--- src/rtl/rpwd_pkg.sv ---
// Package for the RF pulse-width decoder.
// Holds the counter width, register indexes, pulse kind codes and the shared structs.
// Used by every module of the decoder; depends on nothing.
`default_nettype none

package rpwd_pkg;

  // Width of the period and high-time counters
  localparam int unsigned CountWidth = 24;
  localparam logic [CountWidth-1:0] CountMax = {CountWidth{1'b1}};

  // Configuration port widths
  localparam int unsigned CfgIndexWidth = 8;
  localparam int unsigned CfgDataWidth  = CountWidth;
  localparam int unsigned FrameWidth    = 7;

  // Register indexes
  localparam logic [CfgIndexWidth-1:0] RegNoisePeriod = 8'd0;
  localparam logic [CfgIndexWidth-1:0] RegLongPeriod  = 8'd1;
  localparam logic [CfgIndexWidth-1:0] RegZeroPeriod  = 8'd2;
  localparam logic [CfgIndexWidth-1:0] RegFrameLimit  = 8'd3;

  // Register reset values
  localparam logic [CfgDataWidth-1:0] NoiseReset      = CfgDataWidth'(600);
  localparam logic [CfgDataWidth-1:0] LongReset       = CfgDataWidth'(2000);
  localparam logic [CfgDataWidth-1:0] ZeroReset       = CfgDataWidth'(1000);
  localparam logic [FrameWidth-1:0]   FrameLimitReset = 7'd72;

  // Pulse kind codes
  typedef enum logic [1:0] {
    KIND_START = 2'd0,
    KIND_STOP  = 2'd1,
    KIND_ZERO  = 2'd2,
    KIND_ONE   = 2'd3
  } kind_e;

  // Configuration register set
  typedef struct packed {
    logic [CountWidth-1:0] noise_period;
    logic [CountWidth-1:0] long_period;
    logic [CountWidth-1:0] zero_period;
    logic [FrameWidth-1:0] frame_limit;
  } cfg_t;

  // Finished pulse from the timer
  typedef struct packed {
    logic                  valid;
    logic [CountWidth-1:0] period;
    logic [CountWidth-1:0] duty;
  } pulse_t;

  // Decoded result
  typedef struct packed {
    logic       valid;
    kind_e      kind;
    logic       byte_valid;
    logic [7:0] byte_value;
  } result_t;

endpackage

`default_nettype wire

--- src/rtl/rf_pulse_width_decoder_unit.sv ---
// Top level of the RF pulse-width decoder.
// Depends on rpwd_pkg, rpwd_cfg_regs, rpwd_timer and rpwd_classifier.
//
// The decoder takes one sampled receiver level per request and can take a new
// request in every cycle. Each sample is held in an input register, then timed
// and classified combinationally, and the result, if any, lands in an output
// register. Only a stalled output register holds up the input side, and even
// then one more sample is buffered. Most samples produce no result; a result
// is produced at a rising edge that ends a pulse which is not noise, unless it
// is a data bit past the frame limit, and carries a start, stop, zero or one
// kind plus a completed byte every eighth bit. Registers reset to noise 600,
// long 2000, zero 1000 and a frame limit of 72 bits.
`default_nettype none

module rf_pulse_width_decoder_unit
  import rpwd_pkg::*;
(
  input  wire logic                     clk_i,
  input  wire logic                     rst_ni,
  input  wire logic                     cfg_we_i,
  input  wire logic [CfgIndexWidth-1:0] cfg_index_i,
  input  wire logic [CfgDataWidth-1:0]  cfg_data_i,
  input  wire logic                     in_valid_i,
  output logic                          in_ready_o,
  input  wire logic                     line_level_i,
  output logic                          out_valid_o,
  input  wire logic                     out_ready_i,
  output logic [1:0]                    pulse_kind_o,
  output logic                          byte_valid_o,
  output logic [7:0]                    byte_value_o
);

  cfg_t    cfg;
  pulse_t  pulse;
  result_t result;

  logic       in_valid_q, in_valid_d;
  logic       level_q;
  logic       out_valid_q, out_valid_d;
  logic [1:0] kind_q;
  logic       bvalid_q;
  logic [7:0] bvalue_q;
  logic       advance;
  logic       in_take;

  // Move the held sample on when the output register is free or draining
  assign advance    = in_valid_q & (~out_valid_q | out_ready_i);
  assign in_ready_o = ~in_valid_q | advance;
  assign in_take    = in_valid_i & in_ready_o;

  rpwd_cfg_regs u_cfg (
    .clk_i       (clk_i),
    .rst_ni      (rst_ni),
    .cfg_we_i    (cfg_we_i),
    .cfg_index_i (cfg_index_i),
    .cfg_data_i  (cfg_data_i),
    .cfg_o       (cfg)
  );

  rpwd_timer u_timer (
    .clk_i   (clk_i),
    .rst_ni  (rst_ni),
    .step_i  (advance),
    .level_i (level_q),
    .pulse_o (pulse)
  );

  rpwd_classifier u_class (
    .clk_i    (clk_i),
    .rst_ni   (rst_ni),
    .cfg_i    (cfg),
    .pulse_i  (pulse),
    .result_o (result)
  );

  // Input register valid
  always_comb begin
    in_valid_d = in_valid_q;
    if (in_take) begin
      in_valid_d = 1'b1;
    end else if (advance) begin
      in_valid_d = 1'b0;
    end
  end

  // Output register valid
  always_comb begin
    out_valid_d = out_valid_q;
    if (advance) begin
      out_valid_d = result.valid;
    end else if (out_ready_i) begin
      out_valid_d = 1'b0;
    end
  end

  always_ff @(posedge clk_i or negedge rst_ni) begin
    if (!rst_ni) begin
      in_valid_q  <= 1'b0;
      out_valid_q <= 1'b0;
    end else begin
      in_valid_q  <= in_valid_d;
      out_valid_q <= out_valid_d;
    end
  end

  // Payload registers
  always_ff @(posedge clk_i) begin
    if (in_take) begin
      level_q <= line_level_i;
    end
    if (advance && result.valid) begin
      kind_q   <= result.kind;
      bvalid_q <= result.byte_valid;
      bvalue_q <= result.byte_value;
    end
  end

  assign out_valid_o  = out_valid_q;
  assign pulse_kind_o = kind_q;
  assign byte_valid_o = bvalid_q;
  assign byte_value_o = bvalue_q;

endmodule

`default_nettype wire

--- src/rtl/rpwd_cfg_regs.sv ---
// Configuration registers of the RF pulse-width decoder.
// Depends on rpwd_pkg for register indexes, reset values and cfg_t.
`default_nettype none

module rpwd_cfg_regs
  import rpwd_pkg::*;
(
  input  wire logic                     clk_i,
  input  wire logic                     rst_ni,
  input  wire logic                     cfg_we_i,
  input  wire logic [CfgIndexWidth-1:0] cfg_index_i,
  input  wire logic [CfgDataWidth-1:0]  cfg_data_i,
  output cfg_t                          cfg_o
);

  cfg_t cfg_q, cfg_d;

  // Decode the write; ignore indexes beyond the list
  always_comb begin
    cfg_d = cfg_q;
    if (cfg_we_i) begin
      case (cfg_index_i)
        RegNoisePeriod: cfg_d.noise_period = cfg_data_i[CountWidth-1:0];
        RegLongPeriod:  cfg_d.long_period  = cfg_data_i[CountWidth-1:0];
        RegZeroPeriod:  cfg_d.zero_period  = cfg_data_i[CountWidth-1:0];
        RegFrameLimit:  cfg_d.frame_limit  = cfg_data_i[FrameWidth-1:0];
        default:        cfg_d = cfg_q;
      endcase
    end
  end

  always_ff @(posedge clk_i or negedge rst_ni) begin
    if (!rst_ni) begin
      cfg_q.noise_period <= NoiseReset[CountWidth-1:0];
      cfg_q.long_period  <= LongReset[CountWidth-1:0];
      cfg_q.zero_period  <= ZeroReset[CountWidth-1:0];
      cfg_q.frame_limit  <= FrameLimitReset;
    end else begin
      cfg_q <= cfg_d;
    end
  end

  assign cfg_o = cfg_q;

endmodule

`default_nettype wire

--- src/rtl/rpwd_timer.sv ---
// Pulse timer: tracks edges and times period and high time of each pulse.
// Depends on rpwd_pkg for CountWidth, CountMax and pulse_t.
`default_nettype none

module rpwd_timer
  import rpwd_pkg::*;
(
  input  wire logic clk_i,
  input  wire logic rst_ni,
  input  wire logic step_i,
  input  wire logic level_i,
  output pulse_t    pulse_o
);

  logic                  synced_q, synced_d;
  logic                  prev_q, prev_d;
  logic                  low_q, low_d;
  logic [CountWidth-1:0] high_q, high_d;
  logic [CountWidth-1:0] len_q, len_d;
  logic                  rising, falling;
  logic [CountWidth-1:0] len_inc, high_inc;

  assign rising   = level_i & ~prev_q;
  assign falling  = ~level_i & prev_q;
  assign len_inc  = (len_q == CountMax) ? CountMax : len_q + 1'b1;
  assign high_inc = (high_q == CountMax) ? CountMax : high_q + 1'b1;

  // Report a finished pulse on each rising edge once synced
  assign pulse_o.valid  = step_i & synced_q & rising;
  assign pulse_o.period = len_inc;
  assign pulse_o.duty   = high_q;

  // Restart on a rising edge, otherwise advance the counters
  always_comb begin
    synced_d = synced_q;
    prev_d   = prev_q;
    low_d    = low_q;
    high_d   = high_q;
    len_d    = len_q;
    if (step_i) begin
      prev_d = level_i;
      if (rising) begin
        synced_d = 1'b1;
        low_d    = 1'b0;
        high_d   = '0;
        len_d    = '0;
      end else if (synced_q) begin
        len_d = len_inc;
        if (!low_q) begin
          high_d = high_inc;
          if (falling) begin
            low_d = 1'b1;
          end
        end
      end
    end
  end

  always_ff @(posedge clk_i or negedge rst_ni) begin
    if (!rst_ni) begin
      synced_q <= 1'b0;
      prev_q   <= 1'b0;
      low_q    <= 1'b0;
      high_q   <= '0;
      len_q    <= '0;
    end else begin
      synced_q <= synced_d;
      prev_q   <= prev_d;
      low_q    <= low_d;
      high_q   <= high_d;
      len_q    <= len_d;
    end
  end

endmodule

`default_nettype wire

--- src/rtl/rpwd_classifier.sv ---
// Pulse classifier: sorts finished pulses and assembles bits into bytes.
// Depends on rpwd_pkg for cfg_t, pulse_t, result_t and the kind codes.
`default_nettype none

module rpwd_classifier
  import rpwd_pkg::*;
(
  input  wire logic clk_i,
  input  wire logic rst_ni,
  input  cfg_t      cfg_i,
  input  pulse_t    pulse_i,
  output result_t   result_o
);

  logic [7:0]            shift_q, shift_d;
  logic [2:0]            bcnt_q, bcnt_d;
  logic [FrameWidth-1:0] fcnt_q, fcnt_d;
  logic                  is_noise, is_long, is_zero, frame_full, wide_high;
  logic [7:0]            shift_next;

  assign is_noise   = pulse_i.period <= cfg_i.noise_period;
  assign is_long    = pulse_i.period > cfg_i.long_period;
  assign is_zero    = pulse_i.period > cfg_i.zero_period;
  assign wide_high  = pulse_i.duty > (pulse_i.period >> 2);
  assign frame_full = fcnt_q >= cfg_i.frame_limit;
  assign shift_next = {shift_q[6:0], ~is_zero};

  // Classify and update the byte and frame counts
  always_comb begin
    shift_d             = shift_q;
    bcnt_d              = bcnt_q;
    fcnt_d              = fcnt_q;
    result_o.valid      = 1'b0;
    result_o.kind       = KIND_START;
    result_o.byte_valid = 1'b0;
    result_o.byte_value = '0;
    if (pulse_i.valid && !is_noise) begin
      if (is_long) begin
        result_o.valid = 1'b1;
        result_o.kind  = wide_high ? KIND_START : KIND_STOP;
        bcnt_d         = '0;
        fcnt_d         = '0;
      end else if (!frame_full) begin
        result_o.valid = 1'b1;
        result_o.kind  = is_zero ? KIND_ZERO : KIND_ONE;
        fcnt_d         = fcnt_q + 1'b1;
        if (bcnt_q == 3'd7) begin
          result_o.byte_valid = 1'b1;
          result_o.byte_value = shift_next;
          shift_d             = '0;
          bcnt_d              = '0;
        end else begin
          shift_d = shift_next;
          bcnt_d  = bcnt_q + 1'b1;
        end
      end
    end
  end

  always_ff @(posedge clk_i or negedge rst_ni) begin
    if (!rst_ni) begin
      shift_q <= '0;
      bcnt_q  <= '0;
      fcnt_q  <= '0;
    end else begin
      shift_q <= shift_d;
      bcnt_q  <= bcnt_d;
      fcnt_q  <= fcnt_d;
    end
  end

endmodule

`default_nettype wire

--- config.mk ---
export PLATFORM = sky130hd
export DESIGN_NAME = rf_pulse_width_decoder_unit
export DESIGN_NICKNAME = d
export VERILOG_FILES = /design/src/rtl/rpwd_pkg.sv /design/src/rtl/rf_pulse_width_decoder_unit.sv /design/src/rtl/rpwd_cfg_regs.sv /design/src/rtl/rpwd_timer.sv /design/src/rtl/rpwd_classifier.sv
export SDC_FILE = /design/constraint.sdc
export NUM_CORES = 1
export LEC_CHECK = 0
export BUFFER_PORTS_ARGS = -buffer_cell sky130_fd_sc_hd__buf_4
export CAP_MARGIN = 20
export CORE_ASPECT_RATIO = 1.5
export CORE_UTILIZATION = 55
export CTS_CLUSTER_DIAMETER = 60
export DETAILED_ROUTE_END_ITERATION = 12
export MAX_ROUTING_LAYER = met4
export PLACE_DENSITY = 0.73
export SYNTH_ARGS = -nofsm -noshare
export SYNTH_HDL_FRONTEND = slang
export SYNTH_SLANG_ARGS = --single-unit
--- constraint.sdc ---
create_clock -name clk_i -period 5.9 [get_ports clk_i]
set_input_delay 1.18 -clock clk_i [delete_from_list [all_inputs] [get_ports clk_i]]
set_output_delay 1.18 -clock clk_i [all_outputs]
set_load 0.02 [all_outputs]
==> results.tsv, run 1 <==
stage	metric	value	unit
run_status	status	finished clean	
global_route	grt_pass1_wl	38.4	mm
clock_tree	clk_pin_slew	0.07	ns
detailed_routing	drt_wl_total	22.8	mm
global_route	use_met3	0.0388	
global_route	grt_util_met1	0.309	
critical_path	critPathLaunchType	flop	
critical_path	cp.required	6.08	ns
cells_and_area	antenna_cells	0	
detailed_routing	vias	7723	
critical_path	critical-path-max-stage-delay	0.58	ns
critical_path	path_cells	ha_1, nand3_1, nor2_1, nand2_1, or3_1, or3_1, nand2_1, ha_1, a21oi_1, nor2_1, a211oi_1, o211ai_1, o21ai_2, a21oi_1, nand2_1, inv_2, and2_1, nor2b_1	
cells_and_area	drive_above_1_share	0.169	
global_route	grt_util_all_layers	0.270	
die	placementRows	59	
sta	fmax	211	MHz
clock_tree	htreeDepth	4	
placed_design	placed_area	10400	um^2
clock_tree	tritoncts	done	
critical_path	crit_top_cell	nand2_1	
sta	slew_headroom	0.339	
cells_and_area	fin_nets	1240	
sta	finalSetupTns	0	ns
global_route	use_met2	0.477	
clock_tree	cts_inserted_buffers	17	
run	max_cap_violations	0	
sta	hold_ws	0.506	ns
min_path	worstHoldPathType	flop to flop	
global_route	grt_max_degree	103	
detailed_routing	drtAntennaViolNets	0	
critical_path	cp_max_fo	26	
synthesis	ys_ff_latch	161	
detailed_routing	drt-initial-drc-count	403	
die	ios	51	
synthesis	syn_inst	1047	
sta	fin_crit_sh	0.803	
clock_tree	post_cts_buffers	0	
detailed_routing	drc_errors	0	
synthesis	synth_edf_count	12	
placed_design	io_buffers	50	
synthesis	synth_area	9820	um^2
clock_tree	clockBufferDepth	2	
placed_design	place_hpwl	17.2	mm
global_route	antenna_found_initial	0	
clock_tree	root_buffer	clkbuf_16	
detailed_routing	drtPass1Iterations	5	
placed_design	place.gp.congestion	0.897	
pwr	peakVddDrop	0.181	mV
detailed_routing	via_per_inst	5.84	
sta	fin_crit	4.74	ns
synthesis	ys_types	61	
sta	slew_violations	0	
clock_tree	cts.sinks	161	
pwr	power	2.71	mW
detailed_routing	wl_per_cell	17.3	um
synthesis	synth_ff_type	dfrtp_1	
die	start_util	0.564	
die	die_h	166	um
cells_and_area	design_area	11000	um^2
die	coreArea	17400	um^2
clock_tree	hold_buffers	0	
synthesis	ys_seq_area_frac	0.419	
critical_path	worst-setup-path-type	flop to flop	
sta	worst_pin_slew	0.992	ns
synthesis	syn-num-nets	1191	
critical_path	cp-end-kind	flop	
synthesis	avgSynthCellArea	9.38	um^2
die	fp.dieW	111	um
cells_and_area	area_growth	11.5	%
clock_tree	clock_latency	0.44	ns
sta	skew	0.0107	ns
die	dieArea	18400	um^2
pwr	p_leak	5.21	nW
sta	final-setup-viol-count	0	
global_route	grt_overflow_total	0	
global_route	grt_pass1_vias	7868	
pwr	p_per_area	247	nW/um^2
synthesis	async_flop_share	0.925	
critical_path	critical_path.slowest_cell	or3_1	
cells_and_area	final_core_util	0.629	
sta	hold_viol	0	
clock_tree	cts_resized	0	
global_route	busiest_layer	met2	
critical_path	crit_arrival	4.91	ns
cells_and_area	fillers	1513	
synthesis	yosys_warnings	0	
sta	rsz0062_at_grt	no	
-- registers in the layout, indices dropped and copies added, names as in the netlist --
register and count:
u_timer.low_q 1, u_timer.high_q 24, in_valid_q 1, byte_valid_o 1, u_class.fcnt_q 7, u_cfg.cfg_o 79, u_timer.prev_q 1, u_timer.len_q 24
level_q 1, u_timer.synced_q 1, u_class.shift_q 7, out_valid_o 1, byte_value_o 8, u_class.bcnt_q 3, pulse_kind_o 2
-- through the flow --
step / worst slack [ns] / cells
final: 1.16 / 1322
after CTS: 1.21 / 1322
after global placement: 1.31 / 1290
after floorplan: 2.10 / 1047
after detailed placement: 1.23 / 1290
after global routing: 0.838 / 1322
-- where the power goes --
| part | leakage [nW] | switching [mW] | total [mW] | internal [mW] |
|---|---|---|---|---|
| clock network | 0.273 | 0.499 | 1.05 | 0.554 |
| logic | 2.99 | 0.273 | 0.455 | 0.182 |
| registers | 1.95 | 0.0355 | 1.20 | 1.17 |
| total | 5.21 | 0.807 | 2.71 | 1.90 |
-- path summary, 6_finish.rpt --
path                             startpoint              end  slack [ns]  cells past startpoint
max reg2reg                u_timer.len_q[0]  byte_value_o[0]        1.16                     18
min                         u_cfg.cfg_o[46]  u_cfg.cfg_o[46]        0.51                      1
max in group asynchronous            rst_ni  u_cfg.cfg_o[11]        3.92                      2
min reg2reg                 u_cfg.cfg_o[46]  u_cfg.cfg_o[46]        0.51                      1
min in group asynchronous            rst_ni  u_cfg.cfg_o[24]        0.84                      1
max                        u_timer.len_q[0]  byte_value_o[0]        1.16                     18
-- cells by family after synthesis --
kind of cell    share of synthesized area
buf+inv                            0.0594
flops                               0.419
fa+ha+maj                           0.135
xor+xnor                           0.0134
simple gates                        0.159
mux                                0.0665
compound gates                      0.148
-- cell usage after synthesis, types with 14 or more instances --
library cell  number  share of area
dfrtp_1          131           0.33
and3_1            14         0.0089
nand2_1          122          0.047
mux2_2            57          0.065
ha_1             106           0.14
dfstp_2           18          0.048
inv_1            120          0.046
o21ai_0           99          0.050
nand4_1           23          0.015
nand3_1           31          0.016
a21oi_1           66          0.034
clkbuf_1          19         0.0073
nor2_1            38          0.015
a22o_1            18          0.016
-- area by class of cell --
class                      count  area (um^2)  share of cell area
clock buffer                  18          429              0.0392
timing repair buffer          58          439              0.0401
sequential                   161         4110               0.375
multi-input combinational    737         5130               0.469
tap                          213          267              0.0243
inverter                     121          454              0.0415
clock inverter                14          121              0.0111
-- critical path: cells and delay by family (launching register included) --
kind / cells / cell delay, ns
flip-flops: 1 / 0.39
adder cells (fa/ha/maj): 2 / 0.54
AO/OA/AOI/OAI: 5 / 1.17
buffers and inverters: 1 / 0.20
AND/OR/NAND/NOR: 10 / 2.16
-- per-layer routing --
layer,vias up,part of all wire,routed length (um)
li1,3763,-,-
met1,3765,0.42,9650
met2,147,0.52,11900
met3,48,0.026,586
met4,0,0.029,658
met5,-,0,0
-- placed cells by master, fill, tap and decap left out, types with 4 or more instances in the layout --
cell,count
dfstp_2,18
clkbuf_16,17
buf_4,57
nor2b_1,7
inv_6,5
and2_1,9
and3_1,14
clkinv_4,4
nor2_1,38
nor4_1,5
dfrtp_1,131
o21a_1,4
xor2_1,6
ha_1,106
a21o_1,9
nand4_1,23
a211oi_1,4
nand2_1,122
a21oi_1,66
mux2_2,57
a22o_1,18
nand3b_1,10
o21ai_0,99
nand3_1,31
o21ai_2,4
nor3_1,12
or2_2,4
edfxtp_1,12
a31oi_1,7
o211ai_1,4
o21ai_1,5
xnor2_1,9
o31ai_1,9
or3_1,5
nand2b_1,11
inv_1,120
No activity file was read; power rests on OpenSTA's default activity.
==> inputs of run 2 (changes only) <==
==> constraint.sdc (replaced) <==
create_clock -name clk_i -period 4.9 [get_ports clk_i]
set_input_delay 0.98 -clock clk_i [delete_from_list [all_inputs] [get_ports clk_i]]
set_output_delay 0.98 -clock clk_i [all_outputs]
set_load 0.02 [all_outputs]
==> run 2 against run 1 <==
Routed wire length up 0.77%. Largest power group unchanged. Critical path type unchanged. Sequential power is 21% higher. Via count increased by 0.75%. Highest routed layer unchanged. Clock-buffer cell count fell by 1. Clock skew up 0.0024 ns. Sequential cell count is the same. Maximum frequency grew 3.7%. Combinational power rose by 26%.
==> results.tsv, run 2 (same netlist as run 1, synthesis figures left out) <==
stage	metric	value	unit
run	max_cap_violations	0	
detailed_routing	drtPass1Iterations	5	
placed_design	place.gp.congestion	0.890	
min_path	hold_path.startpoint	u_cfg.cfg_o[18]	
detailed_routing	drtAntennaViolNets	0	
cells_and_area	fin_nets	1244	
clock_tree	root_buffer	clkbuf_16	
sta	fmax	219	MHz
global_route	grt_max_degree	87	
cells_and_area	fillers	1424	
die	placementRows	59	
critical_path	path_cells	nand4_1, nor2_1, and3_1, nand2b_1, or3_1, mux2_1, ha_1, nand4_1, nor4_1, buf_4, o31ai_1, nand3_1, a21oi_1, nand2_1, inv_4, and2_1, nor2b_1	
cells_and_area	layout.cells.non_filler	1326	
critical_path	cp_max_fo	26	
cells_and_area	multi_input_area	5140	um^2
global_route	grt_pass1_vias	7856	
sta	finalSetupTns	0	ns
sta	skew	0.0131	ns
clock_tree	clockBufferDepth	2	
placed_design	place_hpwl	17.1	mm
run_status	status	finished clean	
detailed_routing	dr_wl_met3	781	um
clock_tree	hold_buffers	0	
critical_path	reg2reg_to	byte_value_o[0]	
critical_path	r2r_cells	17	
min_path	worstHoldEndpoint	u_cfg.cfg_o[18]	
sta	fin_crit_sh	0.931	
die	dieArea	18400	um^2
detailed_routing	drt-initial-drc-count	432	
critical_path	cp-end-kind	flop	
critical_path	cp.required	5.09	ns
cells_and_area	final_core_util	0.635	
detailed_routing	drc_errors	0	
detailed_routing	wl_per_cell	17.3	um
cells_and_area	drive_above_1_share	0.174	
die	die_h	166	um
sta	final-setup-viol-count	0	
detailed_routing	wl_met1	9.34	mm
pwr	power_frac_clock	0.412	
die	coreArea	17400	um^2
critical_path	crit_arrival	4.75	ns
critical_path	rr_startpoint	u_timer.len_q[3]	
cells_and_area	final_cell_mix	dfrtp_1, nand2_1, inv_1	
cells_and_area	largest_register_ffs	79	
sta	hold_ws	0.505	ns
clock_tree	htreeDepth	4	
placed_design	io_buffers	50	
critical_path	critical-path-max-stage-delay	0.47	ns
pwr	netSwitchingPower	1.01	mW
sta	slew_headroom	0.439	
clock_tree	cts_inserted_buffers	17	
pwr	seqPwrFrac	0.422	
clock_tree	cts_resized	0	
global_route	grt_pass1_wl	38.2	mm
critical_path	worst-setup-path-type	flop to flop	
min_path	worstHoldPathType	flop to flop	
placed_design	dpl.cell_count	1294	
critical_path	crit_top_cell	nand4_1	
pwr	p_leak	5.27	nW
global_route	grt_util_all_layers	0.272	
detailed_routing	wl_met2	12.0	mm
critical_path	critPathLaunchType	flop	
clock_tree	clock_latency	0.45	ns
pwr	p_per_area	310	nW/um^2
detailed_routing	highest_layer	met4	
cells_and_area	design_area	11100	um^2
cells_and_area	area_growth	12.7	%
sta	fin_crit	4.56	ns
die	fp.dieW	111	um
sta	rsz0062_at_grt	no	
pwr	p_int	2.42	mW
min_path	min_path_cells	1	
die	ios	51	
detailed_routing	via_per_inst	5.87	
cells_and_area	final_common_cell	dfrtp_1	
placed_design	placed_area	10400	um^2
sta	worst_pin_slew	0.839	ns
clock_tree	clk_pin_slew	0.07	ns
detailed_routing	vias	7781	
clock_tree	post_cts_buffers	0	
global_route	grt_overflow_total	0	
clock_tree	tritoncts	done	
pwr	comb_power_share	0.167	
pwr	peakVddDrop	0.204	mV
pwr	swShare	0.295	
critical_path	critical_path.slowest_cell	dfrtp_1	
critical_path	reg2reg_slack	0.34	ns
cells_and_area	seqCellArea	4110	um^2
detailed_routing	drt_wl_total	23.0	mm
clock_tree	cts.sinks	161	
global_route	antenna_found_initial	0	
sta	hold_viol	0	
die	start_util	0.564	
cells_and_area	antenna_cells	0	
sta	slew_violations	0	
## run 2: cell type report
class / instances / area share
multi-input combinational: 737 / 0.465
timing repair buffer: 62 / 0.0424
clock buffer: 17 / 0.0384
tap: 213 / 0.0241
inverter: 121 / 0.0413
sequential: 161 / 0.372
clock inverter: 15 / 0.0176
## run 2: critical path, delay by kind of cell, from the launching register on
family | cells | cell delay, ns
flops | 1 | 0.47
buf+inv | 2 | 0.36
simple gates | 11 | 2.56
compound gates | 2 | 0.19
mux | 1 | 0.41
fa+ha+maj | 1 | 0.32
## run 2: per-stage QoR
step	total power, mW	setup WS, ns
6_report	3.43	0.336
5_1_grt	3.58	0.0227
4_1_cts	3.44	0.210
3_5_place_dp	2.03	0.260
3_3_place_gp	2.02	0.356
2_1_floorplan	1.83	1.10
## run 2: power groups by stage
stage / combinational [mW] / sequential, mW / clock (mW)
2_1_floorplan: 0.369 / 1.46 / 0
3_5_place_dp: 0.561 / 1.47 / 0
6_report: 0.572 / 1.45 / 1.41
3_3_place_gp: 0.551 / 1.47 / 0
5_1_grt: 0.646 / 1.45 / 1.48
4_1_cts: 0.571 / 1.45 / 1.42
## run 2: routing by layer
layer | GRT usage | vias to the layer above
met4 | 0.120 | 0
met1 | 0.303 | 3781
met3 | 0.0494 | 58
met2 | 0.473 | 163
li1 | - | 3779
met5 | - | -
## run 2: how the worst max path moves through the flow
stage                     start               to  slack [ns]  depth (start not counted)
2_1_floorplan  u_timer.len_q[0]  byte_value_o[1]        1.10                         20
5_1_grt        u_timer.len_q[3]  byte_value_o[0]        0.02                         16
3_5_place_dp   u_timer.len_q[0]  byte_value_o[0]        0.26                         18
3_3_place_gp   u_timer.len_q[2]  byte_value_o[0]        0.36                         17
6_report       u_timer.len_q[3]  byte_value_o[0]        0.34                         17
4_1_cts        u_timer.len_q[0]  byte_value_o[0]        0.21                         18
==> inputs of run 3 (changes only) <==
--- a/config.mk
+++ b/config.mk
@@ -8,11 +8,13 @@
 export BUFFER_PORTS_ARGS = -buffer_cell sky130_fd_sc_hd__buf_4
 export CAP_MARGIN = 20
 export CORE_ASPECT_RATIO = 1.5
+export CORE_MARGIN = 10
 export CORE_UTILIZATION = 55
 export CTS_CLUSTER_DIAMETER = 60
 export DETAILED_ROUTE_END_ITERATION = 12
 export MAX_ROUTING_LAYER = met4
 export PLACE_DENSITY = 0.73
+export SLEW_MARGIN = 20
 export SYNTH_ARGS = -nofsm -noshare
 export SYNTH_HDL_FRONTEND = slang
 export SYNTH_SLANG_ARGS = --single-unit
==> run 3 against run 2 <==
Core utilization fell by 0.26 points. Setup slack improved by 0.0012 ns. Die area rose by 29%. Global-route usage fell by 6.5 points. Maximum frequency barely moved. Combinational power fell by 1%. Register-to-register slack barely moved. Critical endpoint unchanged. Largest power group unchanged.
==> results.tsv, run 3 (same netlist as run 1, synthesis figures left out) <==
stage	metric	value	unit
global_route	antenna_found_initial	0	
min_path	worstHoldPathType	flop to flop	
placed_design	place_hpwl	17.4	mm
clock_tree	tritoncts	done	
cells_and_area	largest_register_ffs	79	
run_status	status	finished clean	
die	start_util	0.564	
detailed_routing	drc_errors	0	
pwr	p_per_area	302	nW/um^2
die	die_h	184	um
global_route	grt_overflow_total	0	
clock_tree	post_cts_buffers	0	
sta	slew_violations	0	
sta	skew	0.0108	ns
clock_tree	cts.sinks	161	
clock_tree	clockBufferDepth	2	
die	fp.dieW	129	um
pwr	peakVddDrop	0.205	mV
critical_path	reg2reg_to	byte_value_o[0]	
die	coreArea	17400	um^2
sta	fmax	219	MHz
critical_path	cp-startpoint	u_timer.len_q[0]	
global_route	grt_pass1_wl	38.2	mm
pwr	netSwitchingPower	0.972	mW
pwr	swShare	0.292	
detailed_routing	drt_wl_total	23.1	mm
placed_design	io_buffers	50	
clock_tree	clock_latency	0.44	ns
clock_tree	root_buffer	clkbuf_16	
detailed_routing	drt-initial-drc-count	462	
clock_tree	htreeDepth	4	
cells_and_area	fillers	1459	
placed_design	dpl.cell_count	1294	
sta	fin_crit_sh	0.931	
cells_and_area	area_growth	12.2	%
cells_and_area	design_area	11000	um^2
detailed_routing	drtAntennaViolNets	0	
critical_path	crit_arrival	4.74	ns
placed_design	place.gp.congestion	0.892	
global_route	grt_pass1_vias	7713	
sta	slew_headroom	0.429	
cells_and_area	layout.cells.non_filler	1326	
global_route	grt_max_degree	61	
die	placementRows	59	
clock_tree	clk_pin_slew	0.07	ns
detailed_routing	vias	7741	
sta	finalSetupTns	0	ns
pwr	seqPwrFrac	0.435	
cells_and_area	final_common_cell	dfrtp_1	
detailed_routing	drtPass1Iterations	5	
cells_and_area	antenna_cells	0	
critical_path	cp.required	5.08	ns
detailed_routing	wl_per_cell	17.4	um
critical_path	critPathLaunchType	flop	
sta	fin_crit	4.56	ns
critical_path	cp_max_fo	26	
pwr	power_frac_clock	0.395	
global_route	grt_util_all_layers	0.207	
die	ios	51	
pwr	p_int	2.36	mW
clock_tree	cts_inserted_buffers	17	
critical_path	r2r_cells	19	
placed_design	placed_area	10400	um^2
run	max_cap_violations	0	
critical_path	cp-end-kind	flop	
sta	worst_pin_slew	0.855	ns
sta	hold_ws	0.504	ns
critical_path	rr_startpoint	u_timer.len_q[0]	
cells_and_area	fin_nets	1244	
sta	final-setup-viol-count	0	
critical_path	cp-endpoint	byte_value_o[0]	
die	dieArea	23700	um^2
cells_and_area	drive_above_1_share	0.174	
sta	hold_viol	0	
cells_and_area	final_cell_mix	dfrtp_1, nand2_1, inv_1	
critical_path	worst-setup-path-type	flop to flop	
pwr	comb_power_share	0.170	
cells_and_area	final_core_util	0.633	
pwr	p_leak	5.24	nW
critical_path	reg2reg_slack	0.34	ns
detailed_routing	via_per_inst	5.84	
sta	rsz0062_at_grt	no	
-- run 3: changes by cell type in the layout (fill, tap and decap cells not counted), sizes merged --
cell | previous run | this run
bufinv | 2 | 1
clkbuf | 17 | 18
clkinv | 5 | 4
clkinvlp | 0 | 1
-- run 3: routing by layer --
metal,GRT usage,share of wire,vias to the layer above
met1,0.233,0.41,3742
met4,0.0913,0.032,0
met3,0.0329,0.034,53
met2,0.354,0.52,157
met5,-,0,-
li1,-,-,3789
-- run 3: power groups by stage --
stage          clock (mW)  combinational, mW  sequential (mW)
5_1_grt              1.39              0.636             1.46
6_report             1.32              0.565             1.45
3_3_place_gp            0              0.550             1.47
2_1_floorplan           0              0.369             1.46
4_1_cts              1.33              0.564             1.45
3_5_place_dp            0              0.562             1.47
-- run 3: worst min path at each step --
stage          slack [ns]                from  cells past startpoint                 end
5_1_grt              0.52     u_cfg.cfg_o[18]                      1     u_cfg.cfg_o[18]
4_1_cts              0.51     u_cfg.cfg_o[18]                      1     u_cfg.cfg_o[18]
3_3_place_gp         0.49     u_cfg.cfg_o[19]                      1     u_cfg.cfg_o[19]
6_report             0.50     u_cfg.cfg_o[26]                      1     u_cfg.cfg_o[26]
3_5_place_dp         0.49     u_cfg.cfg_o[18]                      1     u_cfg.cfg_o[18]
2_1_floorplan        0.47  u_class.shift_q[4]                      2  u_class.shift_q[4]
-- run 3: critical path: stages (launching register included) --
cell and delay (ns):
dfrtp_1 0.39, ha_1 0.26, nand3_1 0.13, nor2_1 0.14
nand2_1 0.11, or3_1 0.33, or3_1 0.60, o21a_1 0.26
inv_1 0.17, ha_1 0.16, nand4_1 0.11, nor4_1 0.44
buf_4 0.20, o31ai_1 0.06, nand3_1 0.10, a21oi_1 0.11
nand2_1 0.26, inv_4 0.16, and2_1 0.19, nor2b_1 0.12
-- run 3: final cells by class --
type                    count  area [um^2]  share of cell area
repair buffers             62          469              0.0426
flip-flops and latches    161         4110               0.373
inverters                 121          457              0.0414
clock buffers              18          429              0.0389
multi-input cells         737         5150               0.467
clock inverters            14          143              0.0129
well taps                 213          267              0.0242
-- run 3: per-stage QoR --
step | total power [mW] | setup WS (ns)
global route | 3.49 | 0.00430
finish | 3.33 | 0.337
floorplan | 1.83 | 1.10
CTS | 3.34 | 0.292
global placement | 2.02 | 0.368
detailed placement | 2.03 | 0.325
-- run 3: what timing repair did --
action	4_1_cts	5_1_grt
hold buffers	0	0
endpoints found under the setup margin	0	3
resized for setup	0	5
endpoints found under the hold margin	0	0
